`config.mk`:
```
export PLATFORM = sky130hd
export DESIGN_NAME = gzip_member_deframer_core
export DESIGN_NICKNAME = d
export VERILOG_FILES = /design/src/hw/rtl/gzd_pkg.sv /design/src/hw/rtl/gzd_parse.sv /design/src/hw/rtl/gzd_rsp_fifo.sv /design/src/hw/rtl/gzip_member_deframer_core.sv
export SDC_FILE = /design/constraint.sdc
export NUM_CORES = 1
export LEC_CHECK = 0
export BUFFER_PORTS_ARGS = -buffer_cell sky130_fd_sc_hd__buf_2
export CELL_PAD_IN_SITES_DETAIL_PLACEMENT = 0
export CELL_PAD_IN_SITES_GLOBAL_PLACEMENT = 1
export CORE_MARGIN = 5
export CORE_UTILIZATION = 40
export CTS_CLUSTER_DIAMETER = 120
export DETAILED_ROUTE_END_ITERATION = 10
export GPL_ROUTABILITY_DRIVEN = 0
export PLACE_DENSITY_LB_ADDON = 0.1
export SKIP_LAST_GASP = 1
export SYNTH_ARGS = -nofsm -noshare
export SYNTH_HDL_FRONTEND = slang
export SYNTH_SLANG_ARGS = --single-unit
```
`constraint.sdc`:
```
create_clock -name clock -period 9 [get_ports clock]
set_input_delay 0.45 -clock clock [delete_from_list [all_inputs] [get_ports clock]]
set_output_delay 0.45 -clock clock [all_outputs]
set_load 0.005 [all_outputs]
```
`src/hw/rtl/gzd_pkg.sv`:
```
// Shared types and constants for the gzip member deframer.
package gzd_pkg;

   typedef struct packed {
      logic [7:0] data_byte;
      logic       last_byte;
   } req_type;

   typedef struct packed {
      logic        item_kind;
      logic [7:0]  payload_byte;
      logic [2:0]  status;
      logic [31:0] trailer_crc;
      logic [31:0] trailer_size;
      logic        run_end;
   } rsp_type;

   // Up to two results produced by one input byte, payload before summary.
   typedef struct packed {
      logic    pay_valid;
      rsp_type pay;
      logic    sum_valid;
      rsp_type sum;
   } push_type;

   typedef enum logic [12:0] {
      PH_ID1     = 13'b0_0000_0000_0001,
      PH_ID2     = 13'b0_0000_0000_0010,
      PH_CM      = 13'b0_0000_0000_0100,
      PH_FLG     = 13'b0_0000_0000_1000,
      PH_FIXED   = 13'b0_0000_0001_0000,
      PH_XLEN_LO = 13'b0_0000_0010_0000,
      PH_XLEN_HI = 13'b0_0000_0100_0000,
      PH_EXTRA   = 13'b0_0000_1000_0000,
      PH_NAME    = 13'b0_0001_0000_0000,
      PH_COMMENT = 13'b0_0010_0000_0000,
      PH_HCRC    = 13'b0_0100_0000_0000,
      PH_PAYLOAD = 13'b0_1000_0000_0000,
      PH_DRAIN   = 13'b1_0000_0000_0000
   } phase_type;

   localparam logic KIND_PAYLOAD = 1'b0;
   localparam logic KIND_SUMMARY = 1'b1;

   localparam logic [2:0] ST_OK            = 3'd0;
   localparam logic [2:0] ST_TOO_SHORT     = 3'd1;
   localparam logic [2:0] ST_BAD_MAGIC     = 3'd2;
   localparam logic [2:0] ST_BAD_METHOD    = 3'd3;
   localparam logic [2:0] ST_TRUNC_HEADER  = 3'd4;
   localparam logic [2:0] ST_EXTRA_OVERRUN = 3'd5;
   localparam logic [2:0] ST_NO_DATA       = 3'd6;
   localparam logic [2:0] ST_NO_TRAILER    = 3'd7;

   localparam logic [7:0] MAGIC_ID1  = 8'h1f;
   localparam logic [7:0] MAGIC_ID2  = 8'h8b;
   localparam logic [7:0] CM_DEFLATE = 8'd8;

   localparam int FLG_HCRC    = 1;
   localparam int FLG_EXTRA   = 2;
   localparam int FLG_NAME    = 3;
   localparam int FLG_COMMENT = 4;

   localparam logic [4:0] MIN_MEMBER = 5'd18;
   localparam int         HOLD_DEPTH = 8;

   localparam int RSP_FIFO_DEPTH = 8;

endpackage

```
`src/hw/rtl/gzd_parse.sv`:
```
// Header/trailer state machine and 8-byte holdback line.
module gzd_parse (
   input  logic              clock,
   input  logic              reset,
   input  logic              step_valid,
   input  gzd_pkg::req_type  step_req,
   output gzd_pkg::push_type push
);

   gzd_pkg::phase_type phase_ff, phase_in;
   logic [4:0]  count_ff, count_in;
   logic [7:0]  flags_ff, flags_in;
   logic [15:0] skip_ff, skip_in;
   logic [7:0]  xlen_ff, xlen_in;
   logic [3:0]  fill_ff, fill_in;
   logic [2:0]  err_ff, err_in;
   logic [7:0]  line_ff [gzd_pkg::HOLD_DEPTH];
   logic [7:0]  line_in [gzd_pkg::HOLD_DEPTH];
   logic [7:0]  b;
   logic [2:0]  st;

   // First optional section at or after stage: 0 extra, 1 name, 2 comment, 3 hcrc.
   function automatic gzd_pkg::phase_type enter_stage(input logic [2:0] stage,
                                                      input logic [7:0] flags);
      gzd_pkg::phase_type ph;
      if (stage == 3'd0 && flags[gzd_pkg::FLG_EXTRA])
         ph = gzd_pkg::PH_XLEN_LO;
      else if (stage <= 3'd1 && flags[gzd_pkg::FLG_NAME])
         ph = gzd_pkg::PH_NAME;
      else if (stage <= 3'd2 && flags[gzd_pkg::FLG_COMMENT])
         ph = gzd_pkg::PH_COMMENT;
      else if (stage <= 3'd3 && flags[gzd_pkg::FLG_HCRC])
         ph = gzd_pkg::PH_HCRC;
      else
         ph = gzd_pkg::PH_PAYLOAD;
      return ph;
   endfunction

   assign b = step_req.data_byte;

   always_comb begin
      phase_in = phase_ff;
      count_in = count_ff;
      flags_in = flags_ff;
      skip_in  = skip_ff;
      xlen_in  = xlen_ff;
      fill_in  = fill_ff;
      err_in   = err_ff;
      line_in  = line_ff;
      st       = gzd_pkg::ST_OK;
      push     = '0;

      if (step_valid) begin
         if (count_ff < gzd_pkg::MIN_MEMBER) count_in = count_ff + 5'd1;

         case (phase_ff)
            gzd_pkg::PH_ID1: begin
               if (b == gzd_pkg::MAGIC_ID1) phase_in = gzd_pkg::PH_ID2;
               else begin
                  err_in   = gzd_pkg::ST_BAD_MAGIC;
                  phase_in = gzd_pkg::PH_DRAIN;
               end
            end
            gzd_pkg::PH_ID2: begin
               if (b == gzd_pkg::MAGIC_ID2) phase_in = gzd_pkg::PH_CM;
               else begin
                  err_in   = gzd_pkg::ST_BAD_MAGIC;
                  phase_in = gzd_pkg::PH_DRAIN;
               end
            end
            gzd_pkg::PH_CM: begin
               if (b == gzd_pkg::CM_DEFLATE) phase_in = gzd_pkg::PH_FLG;
               else begin
                  err_in   = gzd_pkg::ST_BAD_METHOD;
                  phase_in = gzd_pkg::PH_DRAIN;
               end
            end
            gzd_pkg::PH_FLG: begin
               flags_in = b;
               skip_in  = 16'd6;
               phase_in = gzd_pkg::PH_FIXED;
            end
            gzd_pkg::PH_FIXED: begin
               skip_in = skip_ff - 16'd1;
               if (skip_in == 16'd0) phase_in = enter_stage(3'd0, flags_ff);
            end
            gzd_pkg::PH_XLEN_LO: begin
               xlen_in  = b;
               phase_in = gzd_pkg::PH_XLEN_HI;
            end
            gzd_pkg::PH_XLEN_HI: begin
               skip_in = {b, xlen_ff};
               if (skip_in == 16'd0) phase_in = enter_stage(3'd1, flags_ff);
               else phase_in = gzd_pkg::PH_EXTRA;
            end
            gzd_pkg::PH_EXTRA: begin
               skip_in = skip_ff - 16'd1;
               if (skip_in == 16'd0) phase_in = enter_stage(3'd1, flags_ff);
            end
            gzd_pkg::PH_NAME: begin
               if (b == 8'd0) phase_in = enter_stage(3'd2, flags_ff);
            end
            gzd_pkg::PH_COMMENT: begin
               if (b == 8'd0) phase_in = enter_stage(3'd3, flags_ff);
            end
            gzd_pkg::PH_HCRC: begin
               skip_in = skip_ff - 16'd1;
               if (skip_in == 16'd0) phase_in = gzd_pkg::PH_PAYLOAD;
            end
            gzd_pkg::PH_PAYLOAD: begin
               if (fill_ff[3]) begin
                  // line full: oldest byte leaves as payload
                  push.pay_valid        = 1'b1;
                  push.pay.item_kind    = gzd_pkg::KIND_PAYLOAD;
                  push.pay.payload_byte = line_ff[0];
                  push.pay.run_end      = !step_req.last_byte;
                  for (int i = 0; i < gzd_pkg::HOLD_DEPTH - 1; i++)
                     line_in[i] = line_ff[i+1];
                  line_in[gzd_pkg::HOLD_DEPTH-1] = b;
               end else begin
                  line_in[fill_ff[2:0]] = b;
                  fill_in               = fill_ff + 4'd1;
               end
            end
            default: begin
            end
         endcase

         // entering the hcrc section always starts a two-byte skip
         if (phase_in == gzd_pkg::PH_HCRC && phase_ff != gzd_pkg::PH_HCRC)
            skip_in = 16'd2;

         if (step_req.last_byte) begin
            if (count_in < gzd_pkg::MIN_MEMBER) st = gzd_pkg::ST_TOO_SHORT;
            else if (err_in != gzd_pkg::ST_OK) st = err_in;
            else begin
               case (phase_in)
                  gzd_pkg::PH_EXTRA:   st = gzd_pkg::ST_EXTRA_OVERRUN;
                  gzd_pkg::PH_HCRC:    st = gzd_pkg::ST_NO_DATA;
                  gzd_pkg::PH_PAYLOAD: begin
                     if (fill_in == 4'd0) st = gzd_pkg::ST_NO_DATA;
                     else if (!fill_in[3]) st = gzd_pkg::ST_NO_TRAILER;
                     else st = gzd_pkg::ST_OK;
                  end
                  default:             st = gzd_pkg::ST_TRUNC_HEADER;
               endcase
            end
            push.sum_valid     = 1'b1;
            push.sum.item_kind = gzd_pkg::KIND_SUMMARY;
            push.sum.status    = st;
            push.sum.run_end   = 1'b1;
            if (st == gzd_pkg::ST_OK) begin
               push.sum.trailer_crc  = {line_in[3], line_in[2], line_in[1], line_in[0]};
               push.sum.trailer_size = {line_in[7], line_in[6], line_in[5], line_in[4]};
            end
            // back to reset state for the next member
            phase_in = gzd_pkg::PH_ID1;
            count_in = 5'd0;
            flags_in = 8'd0;
            skip_in  = 16'd0;
            xlen_in  = 8'd0;
            fill_in  = 4'd0;
            err_in   = gzd_pkg::ST_OK;
         end
      end
   end

   always_ff @(posedge clock) begin
      if (reset) begin
         phase_ff <= gzd_pkg::PH_ID1;
         count_ff <= 5'd0;
         flags_ff <= 8'd0;
         skip_ff  <= 16'd0;
         xlen_ff  <= 8'd0;
         fill_ff  <= 4'd0;
         err_ff   <= gzd_pkg::ST_OK;
      end else begin
         phase_ff <= phase_in;
         count_ff <= count_in;
         flags_ff <= flags_in;
         skip_ff  <= skip_in;
         xlen_ff  <= xlen_in;
         fill_ff  <= fill_in;
         err_ff   <= err_in;
      end
   end

   always_ff @(posedge clock) begin
      line_ff <= line_in;
   end

`ifndef SYNTHESIS
   a_reset_after_last: assert property (@(posedge clock) disable iff (reset)
      step_valid && step_req.last_byte |=>
         phase_ff == gzd_pkg::PH_ID1 && count_ff == 5'd0 && fill_ff == 4'd0)
      else $error("state not cleared after end of member");

   a_count_sat: assert property (@(posedge clock) disable iff (reset)
      count_ff <= gzd_pkg::MIN_MEMBER)
      else $error("byte count above saturation");

   a_pay_full_line: assert property (@(posedge clock) disable iff (reset)
      push.pay_valid |-> phase_ff == gzd_pkg::PH_PAYLOAD && fill_ff == 4'd8)
      else $error("payload emitted without full holdback line");

   a_error_drains: assert property (@(posedge clock) disable iff (reset)
      err_ff != gzd_pkg::ST_OK |-> phase_ff == gzd_pkg::PH_DRAIN)
      else $error("latched error outside drain phase");
`endif

endmodule

```
`src/hw/rtl/gzd_rsp_fifo.sv`:
```
// Result queue: takes up to two results per cycle, hands out one while rsp_stall is low.
module gzd_rsp_fifo #(
   parameter int unsigned DEPTH = gzd_pkg::RSP_FIFO_DEPTH
) (
   input  logic                         clock,
   input  logic                         reset,
   input  gzd_pkg::push_type            push,
   output logic [$clog2(DEPTH):0]       level,
   output logic                         rsp_valid,
   input  logic                         rsp_stall,
   output gzd_pkg::rsp_type             rsp_data
);

   localparam int AW = $clog2(DEPTH);

   gzd_pkg::rsp_type mem_ff [DEPTH];
   logic [AW-1:0] wr_ptr_ff, wr_ptr_in;
   logic [AW-1:0] rd_ptr_ff, rd_ptr_in;
   logic [AW:0]   count_ff, count_in;
   logic [1:0]    push_n;
   logic          pop;
   gzd_pkg::rsp_type first;

   assign push_n    = {1'b0, push.pay_valid} + {1'b0, push.sum_valid};
   assign first     = push.pay_valid ? push.pay : push.sum;
   assign rsp_valid = count_ff != '0;
   assign rsp_data  = mem_ff[rd_ptr_ff];
   assign pop       = rsp_valid && !rsp_stall;
   assign level     = count_ff;

   assign wr_ptr_in = wr_ptr_ff + AW'(push_n);
   assign rd_ptr_in = rd_ptr_ff + AW'(pop);
   assign count_in  = count_ff + (AW+1)'(push_n) - (AW+1)'(pop);

   always_ff @(posedge clock) begin
      if (push_n != 2'd0) mem_ff[wr_ptr_ff] <= first;
      if (push.pay_valid && push.sum_valid) mem_ff[wr_ptr_ff + AW'(1)] <= push.sum;
   end

   always_ff @(posedge clock) begin
      if (reset) begin
         wr_ptr_ff <= '0;
         rd_ptr_ff <= '0;
         count_ff  <= '0;
      end else begin
         wr_ptr_ff <= wr_ptr_in;
         rd_ptr_ff <= rd_ptr_in;
         count_ff  <= count_in;
      end
   end

`ifndef SYNTHESIS
   a_no_overflow: assert property (@(posedge clock) disable iff (reset)
      (AW+2)'(count_ff) + (AW+2)'(push_n) <= (AW+2)'(DEPTH) + (AW+2)'(pop))
      else $error("result queue overflow");

   a_ptr_gap: assert property (@(posedge clock) disable iff (reset)
      AW'(wr_ptr_ff - rd_ptr_ff) == count_ff[AW-1:0])
      else $error("queue pointers disagree with count");
`endif

endmodule

```
`src/hw/rtl/gzip_member_deframer_core.sv`:
```
// Top level of the gzip member deframer.
//
// Input channel req_*: one byte of a gzip member per transaction, with
// last_byte set on the member's final byte. Result channel rsp_*: payload
// bytes (item_kind 0) and one end-of-member summary (item_kind 1) carrying
// status, trailer CRC-32 and ISIZE. run_end marks the last result caused by
// an input byte.
// A result passes the input register and is written into the result queue
// before it becomes valid; when the final byte also pushes out a payload byte,
// the summary is queued directly behind it.
// Throughput: one byte per cycle while req_stall is low. The byte is registered,
// parsed and its results written into a RSP_DEPTH-entry queue; req_stall rises when
// the queue could not take two more results for the byte in flight and the new
// one.
// Reset clears the parser to "expect first magic byte" and empties the queue.
// While rsp_stall is held the queue fills and then req_stall is raised; no
// result is lost or repeated.
module gzip_member_deframer_core #(
   parameter int unsigned RSP_DEPTH = gzd_pkg::RSP_FIFO_DEPTH
) (
   input  logic             clock,
   input  logic             reset,
   input  logic             req_valid,
   output logic             req_stall,
   input  gzd_pkg::req_type req_data,
   output logic             rsp_valid,
   input  logic             rsp_stall,
   output gzd_pkg::rsp_type rsp_data
);

   localparam int LW = $clog2(RSP_DEPTH);

   logic             in_valid_ff, in_valid_in;
   gzd_pkg::req_type in_req_ff;
   gzd_pkg::push_type push;
   logic [LW:0]      level;
   logic [LW+1:0]    need;

   // worst case: byte in flight and new byte each push two results
   assign need = (LW+2)'(level) + (in_valid_ff ? (LW+2)'(4) : (LW+2)'(2));
   assign req_stall = need > (LW+2)'(RSP_DEPTH);
   assign in_valid_in = req_valid && !req_stall;

   always_ff @(posedge clock) begin
      if (reset) in_valid_ff <= 1'b0;
      else       in_valid_ff <= in_valid_in;
   end

   always_ff @(posedge clock) begin
      if (in_valid_in) in_req_ff <= req_data;
   end

   gzd_parse u_parse (
      .clock      (clock),
      .reset      (reset),
      .step_valid (in_valid_ff),
      .step_req   (in_req_ff),
      .push       (push)
   );

   gzd_rsp_fifo #(
      .DEPTH (RSP_DEPTH)
   ) u_rsp_fifo (
      .clock     (clock),
      .reset     (reset),
      .push      (push),
      .level     (level),
      .rsp_valid (rsp_valid),
      .rsp_stall (rsp_stall),
      .rsp_data  (rsp_data)
   );

endmodule

```
==> impl_metrics.py, run 1 <==
metrics = {
    "logic_synthesis": {
        "synth_top_area_frac": 0.535,
        "synthCells": 2729,
        "synth_area_leaders": "edfxtp_1 (53%), mux4_2 (9.9%), nor3_1 (7.7%)",
        "synth_ff_type": "edfxtp_1",
        "ys_seq_area_frac": 0.608,
        "synth.cell_area_mm2": 0.0351,
        "synth_seq_cells": 753,
        "synth_cell_types": 71,
        "syn_avg_cell_area_um2": 12.9,
        "ys_warn_count": 0,
        "synth_top_cell_by_area": "edfxtp_1",
        "synth.net_count": 2764,
        "synth_edf_count": 625,
        "async_reset_ff_frac": 0,
    },
    "drt": {
        "ant_nets": 0,
        "first_pass_iters": 8,
        "wl_per_cell_um": 26.2,
        "viasPerCell": 5.98,
        "num_vias": 23600,
        "first_iter_violations": 2059,
        "totalWireLength_mm": 104,
        "drc": 0,
    },
    "clock_tree": {
        "clk_path_buf_depth": 3,
        "insertion_delay_ns": 0.65,
        "cts_buffers": 85,
        "clk_pin_slew_ns": 0.06,
        "post_cts_resized": 0,
        "cts_root_buf": "clkbuf_16",
        "htreeDepth": 3,
        "clock-sinks": 753,
        "post_cts_buffers": 0,
        "holdBufCountCts": 9,
        "cts_tree": "done",
    },
    "finish": {
        "post-route-util": 0.455,
        "area_growth_pct": 12.6,
        "n_antenna_cell": 0,
        "final_cell_mix": "edfxtp_1 (625), nor3_1 (538), mux4_2 (154), nor2_1 (130), nand2_1 (130)",
        "nNetsFinal": 2764,
        "final_common_cell": "edfxtp_1",
        "finalNonFillerCells": 3954,
        "drive_gt1_frac": 0.198,
        "design_area_mm2": 0.0395,
        "nFillCells": 7812,
    },
    "critical_path": {
        "cp.arrival_ns": 6.28,
        "path_max_fanout": 66,
        "critPathKind": "reg -> reg",
        "worstSetupStartpointType": "flip-flop",
        "cp-end-kind": "flip-flop",
        "worstPathRequired_ns": 9.46,
    },
    "timing": {
        "rsz0062_at_grt": "no",
        "setup_slack_ns": 3.19,
        "finalCriticalPeriod_ns": 5.81,
        "slew_violations": 0,
        "fin_tns_setup_ns": 0,
        "slew_headroom": 0.136,
        "finalHoldViolations": 0,
        "fin_crit_sh": 0.646,
        "worstMarginPinSlew_ns": 1.30,
        "fmax_mhz": 172,
        "final.setup_skew_ns": 0.0337,
        "whs_ns": 0.346,
        "report.final.setup_viol": 0,
    },
    "floorplan": {
        "rows": 108,
        "io_pins": 92,
        "core_area_mm2": 0.0869,
        "dieWidth_um": 306,
        "die-area_mm2": 0.0938,
        "initial_utilization": 0.404,
        "dieHeight_um": 306,
    },
    "placement": {
        "pre_cts_ws_ns": 3.19,
        "dpl.cell_count": 3788,
        "port-buffer-count": 91,
        "dpl.hpwl_mm": 62.0,
        "placed_area_mm2": 0.0365,
    },
    "grt": {
        "overflow": 0,
        "grt_pass1_vias": 24100,
        "groute.usage.overall": 0.218,
        "grt_max_degree": 199,
        "antenna_found_initial": 0,
        "grt_pass1_wl_mm": 157,
    },
    "power": {
        "worst_ir_drop_vdd_v": 0.000160,
        "finalPower_mw": 9.18,
        "leakage_nw": 12.5,
        "power_density_mw_per_mm2": 232,
    },
    "status": {
        "outcome": "completed",
    },
    "worst_hold_path": {
        "hold_path_class": "in -> reg",
    },
    "run": {
        "cap_violations": 0,
    },
}
==> layer usage <==
metal / part of all wire / vias up / GRT usage
met5: 0 / - / 0
met4: 0.025 / 0 / 0.0574
met3: 0.053 / 156 / 0.0306
met2: 0.49 / 676 / 0.372
met1: 0.43 / 12200 / 0.296
li1: - / 10600 / -
==> logic make-up after synthesis <==
kind of cell,after synthesis,synth area share
adders and majority gates,22,0.00848
AOI/OAI and AO/OA,364,0.0715
buffers and inverters,336,0.0383
muxes,244,0.128
xor gates and xnor gates,20,0.00499
DFF,753,0.608
and+or+nand+nor,990,0.142
==> final timing paths <==
path / slack, ns / from / cells past startpoint / end
max: 3.19 / u_parse.phase_ff[4]$_SDFFE_PP0P_ / 14 / u_rsp_fifo.mem_ff[5][58]$_DFFE_PP_
min: 0.35 / rsp_stall / 4 / u_rsp_fifo.rd_ptr_ff[0]$_SDFF_PP0_
max reg2reg: 3.19 / u_parse.phase_ff[4]$_SDFFE_PP0P_ / 14 / u_rsp_fifo.mem_ff[5][58]$_DFFE_PP_
min reg2reg: 0.44 / u_rsp_fifo.mem_ff[6][75]$_SDFFE_PP0P_ / 2 / u_rsp_fifo.mem_ff[6][75]$_SDFFE_PP0P_
==> cell usage after synthesis (4+ instances only) <==
| cell | n |
|---|---|
| inv_1 | 91 |
| nor4_1 | 14 |
| nand2b_1 | 76 |
| xor2_1 | 10 |
| nand3b_1 | 4 |
| o221ai_1 | 56 |
| nand3_1 | 11 |
| a21oi_1 | 41 |
| or3_1 | 4 |
| o21ai_0 | 77 |
| clkbuf_1 | 164 |
| a22oi_1 | 34 |
| nand4_1 | 14 |
| ha_1 | 19 |
| dfxtp_1 | 128 |
| mux4_2 | 154 |
| nor3b_1 | 5 |
| a31o_2 | 4 |
| buf_1 | 22 |
| edfxtp_1 | 625 |
| buf_2 | 53 |
| mux2i_1 | 5 |
| and4_1 | 5 |
| a31oi_1 | 4 |
| a32oi_1 | 7 |
| o211ai_1 | 19 |
| or4_1 | 5 |
| o22ai_1 | 56 |
| nor3_1 | 539 |
| nor2_1 | 130 |
| and2_1 | 7 |
| nor4b_1 | 9 |
| a22o_1 | 17 |
| xnor2_1 | 10 |
| nand2_1 | 131 |
| mux2_2 | 85 |
| or2_2 | 5 |
| nor2b_1 | 12 |
| o41ai_1 | 4 |
| o31ai_1 | 14 |
==> final cells by class <==
cell class / count / area (um^2) / share of cell area
tap: 1155 / 1450 / 0.0366
sequential: 753 / 21300 / 0.540
clock buffer: 113 / 2330 / 0.0591
timing repair buffer: 155 / 996 / 0.0252
clock inverter: 44 / 568 / 0.0144
multi-input combinational: 1640 / 12500 / 0.315
inverter: 94 / 368 / 0.00931
==> where the power goes <==
| group | switching (mW) | total (mW) | internal, mW |
|---|---|---|---|
| Combinational | 0.852 | 1.54 | 0.689 |
| Clock | 1.47 | 3.60 | 2.13 |
| Sequential | 0.162 | 4.03 | 3.87 |
==> sequential cells by signal, summed over array words and instances (netlist names) <==
register,count
u_parse.skip_ff,16
u_rsp_fifo.rd_ptr_ff,3
u_parse.err_ff,3
u_parse.fill_ff,4
u_parse.count_ff,5
u_rsp_fifo.level,4
u_parse.flags_ff,4
u_parse.phase_ff,13
u_parse.line_ff,64
in_valid_ff,1
u_rsp_fifo.mem_ff,616
in_req_ff,9
u_rsp_fifo.wr_ptr_ff,3
u_parse.xlen_ff,8
==> worst max-delay path, stage by stage, from the launching register on <==
cell and delay [ns]:
dfxtp_1 0.46, nor4_1 0.53, and2_1 0.24, and4_2 0.22, buf_4 0.59, nand3_1 0.59
clkinv_1 0.38, ha_1 0.24, nand2b_1 0.12, nor3_1 0.42, a21oi_1 0.08, buf_4 0.23
nand2b_2 0.76, buf_4 0.55, nor3_1 0.19
Note: power is estimated with default switching activity, not from simulation.
==> run 2: changes to the inputs <==
- clock period: 9 -> 4.9 ns (I/O delays scaled with it)
==> run 2 against run 1 <==
  * Critical path depth shrank 2
  * Routed wire length up 2.8%
  * Global-route usage is 0.53 points higher
  * Highest routed layer unchanged
  * Count of clock-buffer cells in the layout decreased by 2
  * Register-to-register slack worse by 2.9 ns
  * Worst hold slack got worse by 0.20 ns
  * Setup slack lost 2.9 ns
==> impl_metrics.py, run 2 (synthesized netlist as in run 1, its figures left out) <==
metrics = {
    "critical_path": {
        "crit_start": "u_parse.phase_ff[7]$_SDFFE_PP0P_",
        "cp.arrival_ns": 4.97,
        "r2r_start": "u_parse.phase_ff[7]$_SDFFE_PP0P_",
        "critPathKind": "reg -> reg",
        "worstPathRequired_ns": 5.28,
        "worstSetupStartpointType": "flip-flop",
        "cp-end-kind": "flip-flop",
        "path_max_fanout": 28,
    },
    "drt": {
        "wl_per_cell_um": 26.4,
        "viasPerCell": 5.95,
        "totalWireLength_mm": 107,
        "drc": 0,
        "first_pass_iters": 8,
        "first_iter_violations": 2112,
        "num_vias": 24000,
        "ant_nets": 0,
    },
    "floorplan": {
        "core_area_mm2": 0.0869,
        "initial_utilization": 0.404,
        "die-area_mm2": 0.0938,
        "io_pins": 92,
        "dieHeight_um": 306,
        "dieWidth_um": 306,
        "rows": 108,
    },
    "clock_tree": {
        "insertion_delay_ns": 0.66,
        "clk_path_buf_depth": 3,
        "clk_pin_slew_ns": 0.06,
        "htreeDepth": 3,
        "post_cts_resized": 0,
        "cts_buffers": 87,
        "cts_tree": "done",
        "clock-sinks": 753,
        "cts_root_buf": "clkbuf_16",
    },
    "timing": {
        "fin_tns_setup_ns": 0,
        "slew_headroom": 0.185,
        "worstMarginPinSlew_ns": 1.22,
        "finalCriticalPeriod_ns": 4.59,
        "slew_violations": 0,
        "report.final.setup_viol": 0,
        "rsz0062_at_grt": "no",
        "fmax_mhz": 218,
        "setup_slack_ns": 0.310,
        "final.setup_skew_ns": 0.0391,
        "whs_ns": 0.150,
        "finalHoldViolations": 0,
        "fin_crit_sh": 0.937,
    },
    "finish": {
        "final_common_cell": "edfxtp_1",
        "area_growth_pct": 14.6,
        "top_regs": "u_rsp_fifo.mem_ff x616, u_parse.line_ff x64, u_parse.skip_ff x16",
        "design_area_mm2": 0.0402,
        "multi_input_area_mm2": 0.0125,
        "nNetsFinal": 2840,
        "drive_gt1_frac": 0.217,
        "largest_register_ffs": 616,
        "n_antenna_cell": 0,
        "largest_register": "u_rsp_fifo.mem_ff",
        "nFillCells": 7819,
        "final_cell_mix": "edfxtp_1 (625), nor3_1 (538), mux4_2 (154), nor2_1 (130), nand2_1 (130)",
        "final-seq-area_mm2": 0.0213,
    },
    "placement": {
        "placed_area_mm2": 0.0373,
        "port-buffer-count": 91,
        "pre_cts_ws_ns": 0.349,
        "dpl.hpwl_mm": 62.7,
    },
    "grt": {
        "grt_pass1_wl_mm": 160,
        "antenna_found_initial": 1,
        "overflow": 0,
        "grt_pass1_vias": 24300,
        "groute.usage.overall": 0.223,
        "grt_max_degree": 110,
    },
    "power": {
        "power_density_mw_per_mm2": 420,
        "worst_ir_drop_vdd_v": 0.000304,
        "leakage_nw": 12.9,
    },
    "status": {
        "outcome": "completed",
    },
    "worst_hold_path": {
        "hold_path_class": "in -> reg",
        "min-delay-start": "rsp_stall",
    },
    "run": {
        "cap_violations": 0,
    },
}
[run 2: cell count changes in the layout (fill, tap and decap cells not counted), sizes merged]
cell	previous run	this run
buf	146	220
clkinv	34	47
bufinv	10	5
clkbuf	113	111
clkinvlp	2	0
inv	92	94
[run 2: repair_timing]
action | 4_1_cts | 5_1_grt
endpoints found under the hold margin | 9 | 0
setup buffers | 0 | 0
hold buffers | 9 | 0
[run 2: final cells by class]
| type | instances | area share |
|---|---|---|
| multi-input combinational | 1640 | 0.310 |
| timing repair buffer | 229 | 0.0451 |
| inverter | 94 | 0.00927 |
| sequential | 753 | 0.531 |
| clock inverter | 52 | 0.0104 |
| tap | 1155 | 0.0359 |
| clock buffer | 111 | 0.0590 |
[run 2: path summary, 6_finish.rpt]
check | to | slack [ns] | depth (start not counted)
max | u_rsp_fifo.mem_ff[5][57]$_DFFE_PP_ | 0.31 | 12
min | u_rsp_fifo.rd_ptr_ff[0]$_SDFF_PP0_ | 0.15 | 4
max reg2reg | u_rsp_fifo.mem_ff[5][57]$_DFFE_PP_ | 0.31 | 12
min reg2reg | u_rsp_fifo.mem_ff[3][68]$_SDFFE_PP0P_ | 0.44 | 2
[run 2: where the power goes]
group	leakage [nW]	internal (mW)	switching [mW]	total [mW]
clock network	1.38	3.70	2.66	6.36
logic	4.47	1.53	1.65	3.17
registers	7.07	7.11	0.271	7.38
total	12.9	12.3	4.58	16.9
[run 2: stage by stage]
stage,std cells,util,power [mW]
6_report,4034,0.463,16.9
5_1_grt,4034,0.463,17.6
4_1_cts,4034,0.463,17.1
3_3_place_gp,3862,0.430,10.7
3_5_place_dp,3862,0.430,10.7
2_1_floorplan,2729,-,9.50
[run 2: layer usage]
layer / part of all wire / track usage
met1: 0.43 / 0.303
met2: 0.50 / 0.385
met3: 0.054 / 0.0291
met4: 0.023 / 0.0544
met5: 0 / 0
[run 2: critical path: stages (launching register included)]
cell      delay [ns]
dfxtp_1         0.67
nor2_1          0.15
and2_1          0.20
and4_2          0.25
nand3_1         0.09
buf_4           0.19
clkinv_1        0.29
ha_1            0.35
nand2b_1        0.15
nor3_1          0.13
nor2_1          0.94
inv_4           0.52
buf_4           0.36
